--- src/assert_macros.svh ---
// Shared assertion macros. The including module must provide i_clk and i_rst_n.
`ifndef ASSERT_MACROS_SVH
`define ASSERT_MACROS_SVH

// The consequent must hold in the same cycle as the antecedent.
`define ASSERT_SAME(label, ante, cons) \
    label: assert property (@(posedge i_clk) disable iff (!i_rst_n) (ante) |-> (cons)) \
        else $error("same-cycle check failed");

// The consequent must hold in the cycle after the antecedent.
`define ASSERT_NEXT(label, ante, cons) \
    label: assert property (@(posedge i_clk) disable iff (!i_rst_n) (ante) |=> (cons)) \
        else $error("next-cycle check failed");

`endif

--- src/lrl_pkg.sv ---
package lrl_pkg;

    localparam int KEY_W      = 5;
    localparam int CMD_W      = 3;
    localparam int STATUS_W   = 2;
    localparam int POS_W      = 5;
    localparam int CAP_W      = 5;

    localparam logic [CMD_W-1:0] CMD_ADD    = 3'd0;
    localparam logic [CMD_W-1:0] CMD_GET    = 3'd1;
    localparam logic [CMD_W-1:0] CMD_SEARCH = 3'd2;
    localparam logic [CMD_W-1:0] CMD_LIST   = 3'd3;
    localparam logic [CMD_W-1:0] CMD_FLUSH  = 3'd4;

    localparam logic [STATUS_W-1:0] ST_OK          = 2'd0;
    localparam logic [STATUS_W-1:0] ST_NOT_CREATED = 2'd1;
    localparam logic [STATUS_W-1:0] ST_BAD_KEY     = 2'd2;
    localparam logic [STATUS_W-1:0] ST_NOT_FOUND   = 2'd3;

    localparam logic [CAP_W-1:0] MIN_CAPACITY = 5'd5;
    localparam logic [KEY_W-1:0] LAST_KEY     = 5'd25;

    typedef struct packed {
        logic [CMD_W-1:0] command;
        logic [KEY_W-1:0] key;
    } t_req;

    typedef struct packed {
        logic [STATUS_W-1:0] status;
        logic [POS_W-1:0]    position;
        logic                evicted;
        logic [KEY_W-1:0]    evicted_key;
        logic [KEY_W-1:0]    list_key;
        logic                last;
    } t_rsp;

endpackage

--- src/lrl_if.sv ---
interface lrl_req_if;
    import lrl_pkg::*;

    logic valid;
    logic ready;
    t_req data;

    modport source (output valid, output data, input ready);
    modport sink (input valid, input data, output ready);
endinterface

interface lrl_rsp_if;
    import lrl_pkg::*;

    logic valid;
    logic ready;
    t_rsp data;

    modport source (output valid, output data, input ready);
    modport sink (input valid, input data, output ready);
endinterface

--- src/lru_recency_list.sv ---
// LRU recency list of up to MAX_ENTRIES letter keys, most recent first.
// Requests arrive on i_req (command, key) with a valid/ready handshake and
// results leave on o_rsp through an output register; every request except
// list and the unused codes gives exactly one result, marked last.
// The capacity register is written through i_cfg_we/i_cfg_wdata; the user
// must write it only while the block is idle (the block does not enforce
// this). A write also empties the list. The keys sit in a single-port-write,
// registered-read RAM that a small sequencer walks one entry per cycle.
// i_req.ready is high only when the sequencer is idle. Flush, error answers
// and unused codes need no walk. Get makes a find pass, then a rotate pass
// to the hit. List emits one key per cycle while the receiver takes them.
// A finished result waits in a pending register until the output register
// is free. While the output register holds a result and o_rsp.ready is low,
// the pending result holds and the sequencer waits; a list pauses on its
// current key. Reset leaves the list empty and the capacity at zero, so the
// cache reads as not created until it is written.
`include "assert_macros.svh"

module lru_recency_list #(
    parameter int MAX_ENTRIES = 16
) (
    input  logic                 i_clk,
    input  logic                 i_rst_n,
    lrl_req_if.sink              i_req,
    lrl_rsp_if.source            o_rsp,
    input  logic                 i_cfg_we,
    input  logic [lrl_pkg::CAP_W-1:0] i_cfg_wdata
);
    import lrl_pkg::*;

    localparam int AW = $clog2(MAX_ENTRIES);
    localparam int OW = $clog2(MAX_ENTRIES + 1);

    localparam logic [2:0] S_IDLE   = 3'd0;
    localparam logic [2:0] S_FIND   = 3'd1;
    localparam logic [2:0] S_ROT    = 3'd2;
    localparam logic [2:0] S_TAIL   = 3'd3;
    localparam logic [2:0] S_LIST   = 3'd4;
    localparam logic [2:0] S_RESULT = 3'd5;

    logic [2:0]       r_state, n_state;
    logic [CMD_W-1:0] r_cmd, n_cmd;
    logic [KEY_W-1:0] r_key, n_key;
    logic [AW-1:0]    r_cur, n_cur;
    logic [KEY_W-1:0] r_carry, n_carry;
    logic [OW-1:0]    r_occ, n_occ;
    logic [CAP_W-1:0] r_cap, n_cap;
    t_rsp             r_pend, n_pend;
    t_rsp             r_out, n_out;
    logic             r_out_valid, n_out_valid;

    logic             ram_we;
    logic [AW-1:0]    ram_waddr;
    logic [KEY_W-1:0] ram_wdata;
    logic [AW-1:0]    ram_raddr;
    logic [KEY_W-1:0] ram_rdata;

    logic             created;
    logic             out_free;
    logic             hit;
    logic             cur_last;
    logic [AW-1:0]    cur_inc;
    logic [POS_W-1:0] pos_cur;
    logic             in_pass;
    logic             flush_take;

    function automatic t_rsp f_done(input logic [STATUS_W-1:0] st,
                                    input logic [POS_W-1:0] pos,
                                    input logic ev,
                                    input logic [KEY_W-1:0] evk);
        t_rsp r;
        r.status      = st;
        r.position    = pos;
        r.evicted     = ev;
        r.evicted_key = evk;
        r.list_key    = '0;
        r.last        = 1'b1;
        return r;
    endfunction

    lrl_ram #(
        .WIDTH (KEY_W),
        .DEPTH (MAX_ENTRIES)
    ) u_order (
        .i_clk   (i_clk),
        .i_we    (ram_we),
        .i_waddr (ram_waddr),
        .i_wdata (ram_wdata),
        .i_raddr (ram_raddr),
        .o_rdata (ram_rdata)
    );

    assign created  = (r_cap >= MIN_CAPACITY) && (32'(r_cap) <= 32'(MAX_ENTRIES));
    assign out_free = !r_out_valid || o_rsp.ready;
    assign hit      = (ram_rdata == r_key);
    assign cur_last = (OW'(r_cur) == (r_occ - OW'(1)));
    assign cur_inc  = r_cur + AW'(1);
    assign pos_cur  = POS_W'(32'(r_cur) + 1);

    assign in_pass    = (r_state == S_FIND) || (r_state == S_ROT) || (r_state == S_LIST);
    assign flush_take = i_req.valid && i_req.ready && (i_req.data.command == CMD_FLUSH);

    assign i_req.ready = (r_state == S_IDLE);
    assign o_rsp.valid = r_out_valid;
    assign o_rsp.data  = r_out;

    always_comb begin
        n_state     = r_state;
        n_cmd       = r_cmd;
        n_key       = r_key;
        n_cur       = r_cur;
        n_carry     = r_carry;
        n_occ       = r_occ;
        n_cap       = r_cap;
        n_pend      = r_pend;
        n_out       = r_out;
        n_out_valid = r_out_valid && !o_rsp.ready;
        ram_we      = 1'b0;
        ram_waddr   = r_cur;
        ram_wdata   = r_carry;
        ram_raddr   = cur_inc;

        case (r_state)
            S_IDLE: begin
                ram_raddr = '0;
                if (i_req.valid) begin
                    n_cmd = i_req.data.command;
                    n_key = i_req.data.key;
                    n_cur = '0;
                    case (i_req.data.command)
                        CMD_FLUSH: begin
                            n_occ   = '0;
                            n_pend  = f_done(ST_OK, '0, 1'b0, '0);
                            n_state = S_RESULT;
                        end
                        CMD_ADD, CMD_GET, CMD_SEARCH, CMD_LIST: begin
                            if (!created) begin
                                n_pend  = f_done(ST_NOT_CREATED, '0, 1'b0, '0);
                                n_state = S_RESULT;
                            end else if (i_req.data.command == CMD_LIST) begin
                                if (r_occ == '0) begin
                                    n_pend  = f_done(ST_OK, '0, 1'b0, '0);
                                    n_state = S_RESULT;
                                end else begin
                                    n_state = S_LIST;
                                end
                            end else if (i_req.data.key > LAST_KEY) begin
                                n_pend  = f_done(ST_BAD_KEY, '0, 1'b0, '0);
                                n_state = S_RESULT;
                            end else if (i_req.data.command == CMD_ADD) begin
                                n_pend = f_done(ST_OK, POS_W'(1), 1'b0, '0);
                                if (r_occ == '0) begin
                                    ram_we    = 1'b1;
                                    ram_waddr = '0;
                                    ram_wdata = i_req.data.key;
                                    n_occ     = OW'(1);
                                    n_state   = S_RESULT;
                                end else begin
                                    n_carry = i_req.data.key;
                                    n_state = S_ROT;
                                end
                            end else if (r_occ == '0) begin
                                n_pend  = f_done(ST_NOT_FOUND, '0, 1'b0, '0);
                                n_state = S_RESULT;
                            end else begin
                                n_state = S_FIND;
                            end
                        end
                        default: begin
                        end
                    endcase
                end
            end
            S_FIND: begin
                if (hit) begin
                    if (r_cmd == CMD_GET) begin
                        ram_raddr = '0;
                        n_cur     = '0;
                        n_carry   = r_key;
                        n_state   = S_ROT;
                    end else begin
                        n_pend  = f_done(ST_OK, pos_cur, 1'b0, '0);
                        n_state = S_RESULT;
                    end
                end else if (cur_last) begin
                    n_pend  = f_done(ST_NOT_FOUND, '0, 1'b0, '0);
                    n_state = S_RESULT;
                end else begin
                    n_cur = cur_inc;
                end
            end
            S_ROT: begin
                // Each entry takes the key ahead of it until the requested key or the end of the list is reached.
                ram_we  = 1'b1;
                n_carry = ram_rdata;
                if (hit) begin
                    n_pend  = f_done(ST_OK, POS_W'(1), 1'b0, '0);
                    n_state = S_RESULT;
                end else if (cur_last) begin
                    if (32'(r_occ) >= 32'(r_cap)) begin
                        n_pend  = f_done(ST_OK, POS_W'(1), 1'b1, ram_rdata);
                        n_state = S_RESULT;
                    end else begin
                        n_cur   = cur_inc;
                        n_occ   = r_occ + OW'(1);
                        n_pend  = f_done(ST_OK, POS_W'(1), 1'b0, '0);
                        n_state = S_TAIL;
                    end
                end else begin
                    n_cur = cur_inc;
                end
            end
            S_TAIL: begin
                ram_we  = 1'b1;
                n_state = S_RESULT;
            end
            S_LIST: begin
                ram_raddr = out_free ? cur_inc : r_cur;
                if (out_free) begin
                    n_out.status      = ST_OK;
                    n_out.position    = pos_cur;
                    n_out.evicted     = 1'b0;
                    n_out.evicted_key = '0;
                    n_out.list_key    = ram_rdata;
                    n_out.last        = cur_last;
                    n_out_valid       = 1'b1;
                    if (cur_last) begin
                        n_state = S_IDLE;
                    end else begin
                        n_cur = cur_inc;
                    end
                end
            end
            S_RESULT: begin
                if (out_free) begin
                    n_out       = r_pend;
                    n_out_valid = 1'b1;
                    n_state     = S_IDLE;
                end
            end
            default: begin
                n_state = S_IDLE;
            end
        endcase

        if (i_cfg_we) begin
            n_cap = i_cfg_wdata;
            n_occ = '0;
        end
    end

    always_ff @(posedge i_clk) begin
        if (!i_rst_n) begin
            r_state     <= S_IDLE;
            r_occ       <= '0;
            r_cap       <= '0;
            r_out_valid <= 1'b0;
        end else begin
            r_state     <= n_state;
            r_occ       <= n_occ;
            r_cap       <= n_cap;
            r_out_valid <= n_out_valid;
        end
    end

    always_ff @(posedge i_clk) begin
        r_cmd   <= n_cmd;
        r_key   <= n_key;
        r_cur   <= n_cur;
        r_carry <= n_carry;
        r_pend  <= n_pend;
        r_out   <= n_out;
    end

    `ASSERT_SAME(a_occ_within_cap, created, 32'(r_occ) <= 32'(r_cap))
    `ASSERT_SAME(a_pass_in_range, in_pass, r_occ != '0 && OW'(r_cur) < r_occ)
    `ASSERT_NEXT(a_flush_empties, flush_take, r_occ == '0 && r_state == S_RESULT)

endmodule

--- src/lrl_ram.sv ---
module lrl_ram #(
    parameter int WIDTH = 5,
    parameter int DEPTH = 16
) (
    input  logic                     i_clk,
    input  logic                     i_we,
    input  logic [$clog2(DEPTH)-1:0] i_waddr,
    input  logic [WIDTH-1:0]         i_wdata,
    input  logic [$clog2(DEPTH)-1:0] i_raddr,
    output logic [WIDTH-1:0]         o_rdata
);

    logic [WIDTH-1:0] r_mem [DEPTH];
    logic [WIDTH-1:0] r_rdata;

    always_ff @(posedge i_clk) begin
        if (i_we) begin
            r_mem[i_waddr] <= i_wdata;
        end
        r_rdata <= r_mem[i_raddr];
    end

    assign o_rdata = r_rdata;

endmodule

--- src/flat_wrapper.sv ---
// flat-port wrapper written by rule: the top's interface ports become plain ports
module lru_recency_list_flat import lrl_pkg::*;
#(
    parameter int MAX_ENTRIES = 16
)
  (i_clk, i_rst_n, i_cfg_we, i_cfg_wdata, i_req_valid, i_req_data, i_req_ready, o_rsp_valid, o_rsp_data, o_rsp_ready);
  lrl_req_if i_req_i ();
  lrl_rsp_if o_rsp_i ();
  input  logic i_clk;
  input  logic i_rst_n;
  input  logic i_cfg_we;
  input  logic [lrl_pkg::CAP_W-1:0] i_cfg_wdata;
  input wire logic [$bits(i_req_i.valid)-1:0] i_req_valid;
  input wire logic [$bits(i_req_i.data)-1:0] i_req_data;
  output wire logic [$bits(i_req_i.ready)-1:0] i_req_ready;
  output wire logic [$bits(o_rsp_i.valid)-1:0] o_rsp_valid;
  output wire logic [$bits(o_rsp_i.data)-1:0] o_rsp_data;
  input wire logic [$bits(o_rsp_i.ready)-1:0] o_rsp_ready;
  assign i_req_i.valid = i_req_valid;
  assign i_req_i.data = i_req_data;
  assign i_req_ready = i_req_i.ready;
  assign o_rsp_valid = o_rsp_i.valid;
  assign o_rsp_data = o_rsp_i.data;
  assign o_rsp_i.ready = o_rsp_ready;
  lru_recency_list #(.MAX_ENTRIES(MAX_ENTRIES)) u_core (.i_clk(i_clk), .i_rst_n(i_rst_n), .i_req(i_req_i), .o_rsp(o_rsp_i), .i_cfg_we(i_cfg_we), .i_cfg_wdata(i_cfg_wdata));
endmodule
--- config.mk ---
export PLATFORM = sky130hd
export DESIGN_NAME = lru_recency_list_flat
export DESIGN_NICKNAME = d
export VERILOG_FILES = /design/src/lrl_pkg.sv /design/src/lrl_if.sv /design/src/lru_recency_list.sv /design/src/lrl_ram.sv /design/src/flat_wrapper.sv
export VERILOG_INCLUDE_DIRS = /design/src /design/src/src
export SDC_FILE = /design/constraint.sdc
export NUM_CORES = 1
export LEC_CHECK = 0
export ABC_AREA = 0
export BUFFER_PORTS_ARGS = -buffer_cell sky130_fd_sc_hd__buf_2
export CORE_MARGIN = 5
export CORE_UTILIZATION = 40
export DETAILED_ROUTE_END_ITERATION = 8
export GPL_ROUTABILITY_DRIVEN = 0
export HOLD_SLACK_MARGIN = 0.1
export SLEW_MARGIN = 20
export SYNTH_ARGS = -nofsm -noshare
export SYNTH_HDL_FRONTEND = slang
export SYNTH_SLANG_ARGS = --single-unit
--- constraint.sdc ---
create_clock -name i_clk -period 2.8 [get_ports i_clk]
set_input_delay 0.56 -clock i_clk [delete_from_list [all_inputs] [get_ports i_clk]]
set_output_delay 0.56 -clock i_clk [all_outputs]
set_load 0.01 [all_outputs]
==> results.txt <==
DP Cell Count: 867
vias per inst: 5.75
via count: 5184
max_slew headroom: 0.450
Leak: 3.04 nW
setup clock skew after layout: 0.0102 ns
Critical Path End Type: flop
worst hold stages: 1
Combinational Power Share: 0.355
clk slew on worst S/H paths: 0.06 ns
Max H-tree Level: 4
drt initial violations: 748
Diodes inserted: 0
first-pass GRT wire length: 28000 microns
gr ovfl total: 0
1st-pass router iterations: 5
Hold-fix buffers, CTS: 0
status: complete, no violations
# rows: 48
total CTS buffers: 17
R2R depth: 7
final-report hold violation count: 0
CTS tree: yes
Root Driver: clkbuf_16
initial antenna violation count: 0
Syn-to-layout area delta: 19.0%
worst hold path type: input port to flop
Cell Count, Final, Fillers Out: 902
worst reg2reg setup slack: 0.16 ns
nets: 690
Pwr Density: 1010 nW/um^2
clock sinks: 148
Avg WL per Cell: 19.6 microns
clock share of power: 0.274
# IOs: 39
FFs w/ async S/R, synth: 0
switching share of power: 0.354
final antenna-violating net count: 0
Int Pwr: 5.43 mW
crit path launch type: flop
I/O Buffers: 38
Clock Path Buffers: 2
unrepaired setup endpoints after global routing: no
Reg power frac: 0.370
most common cell after layout, fill and taps aside: edfxtp_1
layout cells sized above 1: 0.211
Crit Path Max Fanout: 6
Slew @ Worst Pin: 0.817 ns
Die W: 142 microns
sequential area share after synthesis: 0.610
die area: 20200 sq um
post-layout min period: 2.64 ns
# setup viols final: 0
DP HPWL: 12800 microns
f_max: 0.379 GHz
NetSw: 2.98 mW
TNS Setup: 0 ns
Cell Area, Synth: 6970 sq um
critical path class: flop to flop
die height: 142 microns
worst reg2reg path startpoint: u_core.r_cmd[1]$_DFFE_PP_
syn avg cell area: 11.8 sq um
WP data required: 3.14 ns
Post-synth top flop: edfxtp_1
Distinct cells, synth: 69
Core ar.: 17200 sq um
largest net degree at the start of global routing: 20
Worst Hold Endpoint: u_core.r_key[0]$_DFFE_PP_
post-synth net total: 617
Worst Hold Launch: i_req_data[0]
Slew Limit Fails: 0
FF-to-FF End: u_core.u_order.o_rdata[0]$_DFF_P_
Min Hold Slack: 0.353 ns
Synth Instances: 591
Routed WL: 17700 microns
Yosys reg bits: 148
fin crit share: 0.942
total power: 8.40 mW
DRC viols: 0
initial core utilization: 0.406
max-cap violations: 0
All-Layer GR Usage: 0.180
vias in the first global route: 5049
yosys warns: 0
most frequent cells in the layout: edfxtp_1 (129), nand2_1 (66), buf_4 (46)
clk_lat worst skew: 0.43 ns
largest vdd supply drop: 0.000501 V
Crit path arrival time: 2.98 ns
number of flops mapped to enable cells by yosys: 129
fin util: 0.483
synth_stat cells, drive strengths merged (3+ instances only):
library cell	count	share of area
edfxtp	129	0.56
nand2	66	0.036
nor2	46	0.026
nand3	35	0.025
o21ai	32	0.023
a21oi	27	0.019
clkbuf	19	0.010
dfxtp	19	0.055
and3	17	0.015
inv	14	0.0075
and2	13	0.012
buf	13	0.011
nor2b	12	0.011
nor3	9	0.0072
o211ai	9	0.0097
xor2	9	0.011
ha	8	0.014
xnor2	8	0.011
a22oi	7	0.0075
a311o	7	0.010
mux2i	6	0.0086
o311ai	6	0.0075
a211o	5	0.0063
a21boi	5	0.0059
mux4	5	0.016
nor4	5	0.0066
a21o	4	0.0045
a31oi	4	0.0036
a32oi	4	0.0050
o31ai	4	0.0043
a31o	3	0.0038
nor3b	3	0.0039
o211a	3	0.0043
o31a	3	0.0038
critical path, stage by stage (launching register included):
cell and delay, ns:
edfxtp_1 0.37, or3b_2 0.55, nor3_1 0.22, nand2_1 0.23, a31o_2 0.30, a21oi_1 0.39
o311ai_0 0.27, o211ai_1 0.23
kinds of logic after synthesis:
group / share of synthesized area
flops: 0.610
simple gates: 0.156
mux: 0.0280
xor+xnor: 0.0224
buf+inv: 0.0298
compound gates: 0.140
fa+ha+maj: 0.0144
metal layers:
| metal | track usage | up-vias | share of wire |
|---|---|---|---|
| met1 | 0.244 | 2514 | 0.43 |
| met2 | 0.286 | 253 | 0.47 |
| met5 | 0 | - | 0 |
| met4 | 0.0662 | 0 | 0.019 |
| met3 | 0.0386 | 31 | 0.084 |
| li1 | - | 2386 | - |
power groups by stage:
stage	logic (mW)	clock network, mW	registers [mW]
after global placement	2.83	0	3.14
after CTS	2.90	2.33	3.11
after global routing	3.26	2.44	3.14
after floorplan	1.85	0	3.15
final	2.99	2.30	3.11
after detailed placement	2.87	0	3.16
sequential cells by signal (all words and copies together) (netlist names):
| register | count |
|---|---|
| u_core.o_rsp.data | 19 |
| u_core.o_rsp.valid | 1 |
| u_core.r_cap | 5 |
| u_core.r_carry | 5 |
| u_core.r_cmd | 3 |
| u_core.r_cur | 4 |
| u_core.r_key | 5 |
| u_core.r_occ | 5 |
| u_core.r_pend | 13 |
| u_core.r_state | 3 |
| u_core.u_order.o_rdata | 5 |
| u_core.u_order.r_mem | 80 |
per-stage QoR:
stage                     cell area [sq um]  setup slack (ns)
after floorplan                        6980             0.212
after global placement                 7650            0.0133
after detailed placement               7650           -0.0251
after CTS                              8260             0.127
after global routing                   8300           0.00323
final                                  8300             0.161
how the worst max path moves through the flow:
stage	from	endpoint	depth (start not counted)
finish	u_core.r_cmd[1]$_DFFE_PP_	u_core.u_order.o_rdata[0]$_DFF_P_	7
global route	u_core.r_cmd[1]$_DFFE_PP_	u_core.u_order.o_rdata[0]$_DFF_P_	7
CTS	u_core.r_cmd[1]$_DFFE_PP_	u_core.u_order.o_rdata[3]$_DFF_P_	8
detailed placement	u_core.r_cmd[1]$_DFFE_PP_	u_core.u_order.o_rdata[3]$_DFF_P_	8
global placement	u_core.r_cmd[1]$_DFFE_PP_	u_core.u_order.o_rdata[3]$_DFF_P_	8
floorplan	u_core.r_occ[0]$_SDFFE_PP0P_	u_core.r_pend[10]$_DFFE_PP_	8
area by class of cell:
class / count / area, sq um
Tap cell: 225 / 282
Sequential cell: 148 / 4250
Fill cell: 1528 / 8880
Multi-Input combinational cell: 396 / 2530
Inverter: 15 / 56.3
Clock inverter: 15 / 175
Clock buffer: 17 / 425
Timing Repair Buffer: 86 / 576
what timing repair did:
item,4_1_cts,5_1_grt
pin swaps,0,0
gates resized for setup,1,1
setup endpoints to repair,1,5
buffers inserted,0,3
endpoints found under the hold margin,0,0
No activity file was read; power rests on OpenSTA's default activity.
